## src/hw/rtl/bvc_pkg.sv

```systemverilog
// ----------------------------------------------------------------------------
// bvc_pkg
// Shared types, constants and colour mapping for the bit-plane video core.
// ----------------------------------------------------------------------------
package bvc_pkg;

   localparam int NUM_PLANES = 6;
   localparam int NUM_PIXELS = 8;
   localparam int PAL_WORDS  = 7;

   typedef enum logic [1:0] {
      OP_PORT_WRITE = 2'd0,
      OP_MEM_WRITE  = 2'd1,
      OP_MEM_READ   = 2'd2,
      OP_RENDER     = 2'd3
   } op_type;

   localparam logic [7:0] PORT_READ_BANK  = 8'hf1;
   localparam logic [7:0] PORT_WRITE_MASK = 8'hf2;
   localparam logic [7:0] PORT_PAL_FIRST  = 8'hf5;
   localparam logic [7:0] PORT_PAL_LAST   = 8'hfb;
   localparam logic [7:0] PORT_BACKDROP   = 8'hfc;
   localparam logic [7:0] PORT_ENABLE     = 8'hfe;

   // Palette view handed to every pixel lane
   typedef struct packed {
      logic [7:0]  word0;
      logic [7:0]  word1;
      logic [7:0]  word2;
      logic [7:0]  mask;
      logic [23:0] backdrop_rgb;
   } lane_cfg_type;

   // One channel level from its low and high colour bits
   function automatic logic [7:0] chan_level(input logic lo, input logic hi);
      logic [7:0] lvl;
      if (lo && hi) begin
         lvl = 8'hff;
      end else if (lo) begin
         lvl = 8'h7f;
      end else begin
         lvl = 8'h00;
      end
      return lvl;
   endfunction

   // Colour byte to RGB: red from bits 0/4, green 1/5, blue 2/6
   function automatic logic [23:0] to_rgb(input logic [7:0] v);
      return {chan_level(v[0], v[4]), chan_level(v[1], v[5]), chan_level(v[2], v[6])};
   endfunction

endpackage

```

## src/hw/rtl/bvc_pixel_lane.sv

```systemverilog
// ----------------------------------------------------------------------------
// bvc_pixel_lane
// One pixel: picks foreground, background or backdrop and maps it to RGB.
// ----------------------------------------------------------------------------
module bvc_pixel_lane
   import bvc_pkg::*;
(
   input  logic [2:0]   fg_code,
   input  logic [2:0]   bg_code,
   input  lane_cfg_type cfg,
   output logic [23:0]  rgb
);

   logic [2:0] code;
   logic [7:0] mix;
   logic [7:0] colour;

   always_comb begin
      code = (fg_code != 3'd0) ? fg_code : bg_code;
      mix  = (code[0] ? cfg.word0 : 8'h00) |
             (code[1] ? cfg.word1 : 8'h00) |
             (code[2] ? cfg.word2 : 8'h00);
      // mask only applies where the mix overlaps it
      colour = ((mix & cfg.mask) != 8'h00) ? (mix & cfg.mask) : mix;
      rgb    = (code != 3'd0) ? to_rgb(colour) : cfg.backdrop_rgb;
   end

endmodule

```

## config.mk

```make
export PLATFORM = sky130hd
export DESIGN_NAME = bvc_pixel_lane
export DESIGN_NICKNAME = d
export VERILOG_FILES = /design/src/hw/rtl/bvc_pkg.sv /design/src/hw/rtl/bvc_pixel_lane.sv
export SDC_FILE = /design/constraint.sdc
export NUM_CORES = 1
export LEC_CHECK = 0
export BUFFER_PORTS_ARGS = -buffer_cell sky130_fd_sc_hd__buf_2
export CAP_MARGIN = 20
export CORE_MARGIN = 1
export CORE_UTILIZATION = 30
export DETAILED_ROUTE_END_ITERATION = 16
export GPL_ROUTABILITY_DRIVEN = 0
export PLACE_DENSITY_LB_ADDON = 0.25
export SETUP_SLACK_MARGIN = 0.3
export SKIP_LAST_GASP = 1
export SYNTH_ARGS = -nofsm -noshare
export SYNTH_HDL_FRONTEND = slang
export SYNTH_SLANG_ARGS = --single-unit
```

## constraint.sdc

```tcl
create_clock -name vclk -period 4.1
set_input_delay 1.23 -clock vclk [all_inputs]
set_output_delay 1.23 -clock vclk [all_outputs]
set_load 0.005 [all_outputs]
```

### Word-level counts from Yosys, hierarchy flattened

Cells that the tools add are included.

* register bits after elaboration: 0
* output and inout bits: 24
* word-level logic and storage cells: 21

* mux-type cells: 12
* bitwise logic cells: 3
* reduce and logical (&&, ||, !) cells: 6

Operators with widths (number)
* two-way mux 8 bit: 6
* two-way mux 7 bit: 4
* two-way mux 24 bit: 1
* OR 8 bit: 2
* bitwise AND 8 bit: 1
* nonzero test 8 bit: 1
* nonzero test 3 bit: 2
* logical AND 1 bit: 3
* two-way mux 3 bit: 1

### Logic depth before layout (Yosys ltp)

* depth after elaboration: 11
* depth in mapped cells: 7

### Worst setup path after synthesis

Ideal clock, no wire load.

* path kind: input port to output port
* start: input port fg_code[2]
* end: output port rgb[16]
* arrival time: 2.958 ns
* data required time: 2.870 ns
* path slack: -0.088 ns
* stages on the path: 7
* cell sequence: buf_4 nor3b_2 or2_4 a221o_2 a2111oi_4 nand3_1 nand2_1

* cells in the longest elaborated chain, start to end: 11

RTL lines
* start, declared: line bvc_pixel_lane.sv:8 `input logic [2:0] fg_code,`
* nonzero test 3 bit: line bvc_pixel_lane.sv:19 `code = (fg_code != 3'd0) ? fg_code : bg_code;`
* two-way mux 3 bit *: line bvc_pixel_lane.sv:19
* two-way mux 8 bit (on tied branches): line bvc_pixel_lane.sv:20, bvc_pixel_lane.sv:21
* OR 8 bit: line bvc_pixel_lane.sv:20 `mix = (code[0] ? cfg.word0 : 8'h00) |`
* OR 8 bit: line bvc_pixel_lane.sv:21 `(code[1] ? cfg.word1 : 8'h00) |`
* bitwise AND 8 bit: line bvc_pixel_lane.sv:24 `colour = ((mix & cfg.mask) != 8'h00) ? (mix & cfg.mask) : mix;`
* nonzero test 8 bit: line bvc_pixel_lane.sv:24
* two-way mux 7 bit: line bvc_pixel_lane.sv:24
* two-way mux 7 bit or logical AND 1 bit (tied branches): line bvc_pkg.sv:39, bvc_pkg.sv:37
* two-way mux 8 bit: line bvc_pkg.sv:37 `if (lo && hi) begin`
* two-way mux 24 bit *: line bvc_pixel_lane.sv:25 `rgb = (code != 3'd0) ? to_rgb(colour) : cfg.backdrop_rgb;`
* end, declared: line bvc_pixel_lane.sv:11 `output logic [23:0] rgb`

Every way passes the cells marked *; elsewhere a longest branch is shown, timed or not.

### Worst setup path in the final report

* start: input port bg_code[2]
* end: output port rgb[3]

* cells in the longest elaborated chain, start to end: 9

RTL lines
* start, declared: line bvc_pixel_lane.sv:9 `input logic [2:0] bg_code,`
* two-way mux 3 bit *: line bvc_pixel_lane.sv:19
* two-way mux 8 bit: line bvc_pixel_lane.sv:22 `(code[2] ? cfg.word2 : 8'h00);`
* OR 8 bit: line bvc_pixel_lane.sv:21
* bitwise AND 8 bit: line bvc_pixel_lane.sv:24
* nonzero test 8 bit: line bvc_pixel_lane.sv:24
* two-way mux 7 bit: line bvc_pixel_lane.sv:24
* two-way mux 7 bit or logical AND 1 bit (tied branches): line bvc_pkg.sv:39, bvc_pkg.sv:37
* two-way mux 8 bit: line bvc_pkg.sv:37
* two-way mux 24 bit *: line bvc_pixel_lane.sv:25

Marks and branches as above.

==> results.cfg <==
[timing]
rsz0062_at_grt = yes
tightest_slew_ns = 0.360
hold_viol = 0
max_freq_ghz = 0.234
min_period_over_period_pct = 104
period_minus_slack_ns = 4.27
layout_setup_ws_ns = -0.166
finalHoldWorstSlack_ns = 2.71
setup_viol = 24
final_max_slew_viol_count = 0
max_slew_margin_pct = 76.0

[place]
portBuffers = 86
placed_area_sq_mm = 0.00129
dp_hpwl_mm = 2.30

[die]
dieWidth_um = 48.5
io_pins = 86
num_rows = 16
die-height_um = 48.5
core_area_sq_mm = 0.00200
dieArea_sq_mm = 0.00235
start_util_pct = 32.4

[drt]
vias_per_cell = 4.93
drt_wl_total_mm = 2.75
drt_pre_antenna_iters = 4
ant_nets = 0
met3_length_um = 150
wl_met1_mm = 1.17
wire_per_inst_um = 11.4
wl_met2_mm = 1.43
drc = 0
first_iter_violations = 17
top_layer = met3
vias = 1189

[status]
violations = negative setup slack
status = finished, violations left

[finish]
drive_gt1_share_pct = 60.7
regArea_sq_um = 0
insertedDiodeCount = 0
area_growth_pct = 108
final_util_pct = 67.6
clkbuf_count = 0
layout.nets = 278
final_cell_area_sq_mm = 0.00135
most-common-layout-cells = buf_2, nand2_1, buf_4
nFlopsAndLatches = 0
mostFrequentLayoutCell = buf_2

[hold_path]
holdPathStages = 4
holdCritPathClass = in -> out

[worst_setup_path]
worstPathRequired_ns = 2.87
path_cells = buf_6, nor3b_4, or2_1, a221o_2, a2111oi_4, buf_4, nand3b_1, buf_6, nand2_2, buf_2
critPathBufInv = 4
critPathTopFamily = compound AO/OA/AOI/OAI gates
slowest_stage = a221o_2
critPathMaxStageDelay_ns = 0.39
start_kind = primary input
critPathKind = in -> out
crit_path_frequent_cell = buf_6
cp_num_cells = 10
cp_data_arrival_time_ns = 3.04
cp-end-kind = output port
cp_max_fo = 7

[synthesis]
seq_area_frac_synth_pct = 0
yosys_warnings = 0
synthesis.area_sq_um = 649
synth_cells = 109
synth_cell_types = 28
synth_nets = 171
synth_area_per_cell_sq_um = 5.96

[global_route]
grt_max_degree = 25
grt_pass1_wl_mm = 4.37
antenna_found_initial = 0
grt_overflow = 0
track_usage_pct = 22.1
grt_pass1_vias = 1106

[pwr]
power_density_mw_per_mm2 = 116
vdd_drop_max_v = 0.0000624
p_leak_nw = 0.756
total_power_uw = 158

[flow_run]
maxCapViolCount = 0
-- synth_stat cells, drive strengths merged --
cell | instances | area [sq um]
a22oi | 3 | 22.5
a22o | 1 | 8.76
a31oi | 5 | 52.6
o21a | 2 | 15.0
nor3b | 3 | 32.5
buf | 3 | 22.5
a221oi | 1 | 8.76
a221o | 2 | 22.5
a2111oi | 2 | 55.1
a21boi | 1 | 7.51
o221ai | 1 | 8.76
nor2 | 2 | 7.51
a21oi | 14 | 70.1
nand2 | 34 | 128
nor3 | 1 | 5.00
inv | 4 | 15.0
clkbuf | 2 | 7.51
and3 | 3 | 18.8
o21ai | 16 | 80.1
nand3 | 3 | 15.0
or4 | 1 | 8.76
nand3b | 1 | 7.51
o31ai | 2 | 15.0
or2 | 2 | 15.0
-- power breakdown --
part | leakage [nW] | switching (mW) | internal (mW)
Clock | 0 | 0 | 0
Combinational | 0.756 | 0.0724 | 0.0851
Sequential | 0 | 0 | 0
Total | 0.756 | 0.0724 | 0.0851
-- through the flow --
stage	worst slack (ns)	TNS [ns]	cells
2_1_floorplan	0.0214	0	109
3_3_place_gp	-0.118	-1.83	238
3_5_place_dp	-0.188	-3.50	238
4_1_cts	-0.153	-2.39	238
5_1_grt	-0.274	-4.90	241
6_report	-0.166	-2.61	241
-- layout make-up --
type	instances	area [sq um]
fillers	186	649
well taps	27	33.8
repair buffers	110	644
multi-input cells	100	659
inverters	4	15.0
-- worst paths after layout --
| path | slack, ns | end | start |
|---|---|---|---|
| setup / recovery | -0.17 | rgb[3] | bg_code[2] |
| hold / removal | 2.71 | rgb[10] | cfg[10] |
-- layer usage --
layer  track usage [%]  up-vias
met1              25.5      524
met5                 0        -
met4              2.45        0
met2              44.8       50
met3              1.57        0
li1                  -      615
-- kinds of logic (layout without fill, tap and decap cells) --
| kind of cell | Yosys count | in the layout | synth area share (%) |
|---|---|---|---|
| buf+inv | 9 | 114 | 6.94 |
| compound gates | 50 | 50 | 56.5 |
| simple gates | 50 | 50 | 36.6 |
-- what timing repair did --
item,CTS,global route
setup buffers,0,3
resized for setup,8,10
hold buffers,0,0
pin swaps,4,3
endpoints found under the setup margin,24,24
endpoints found under the hold margin,0,0
(Power assumes the default switching activity.)
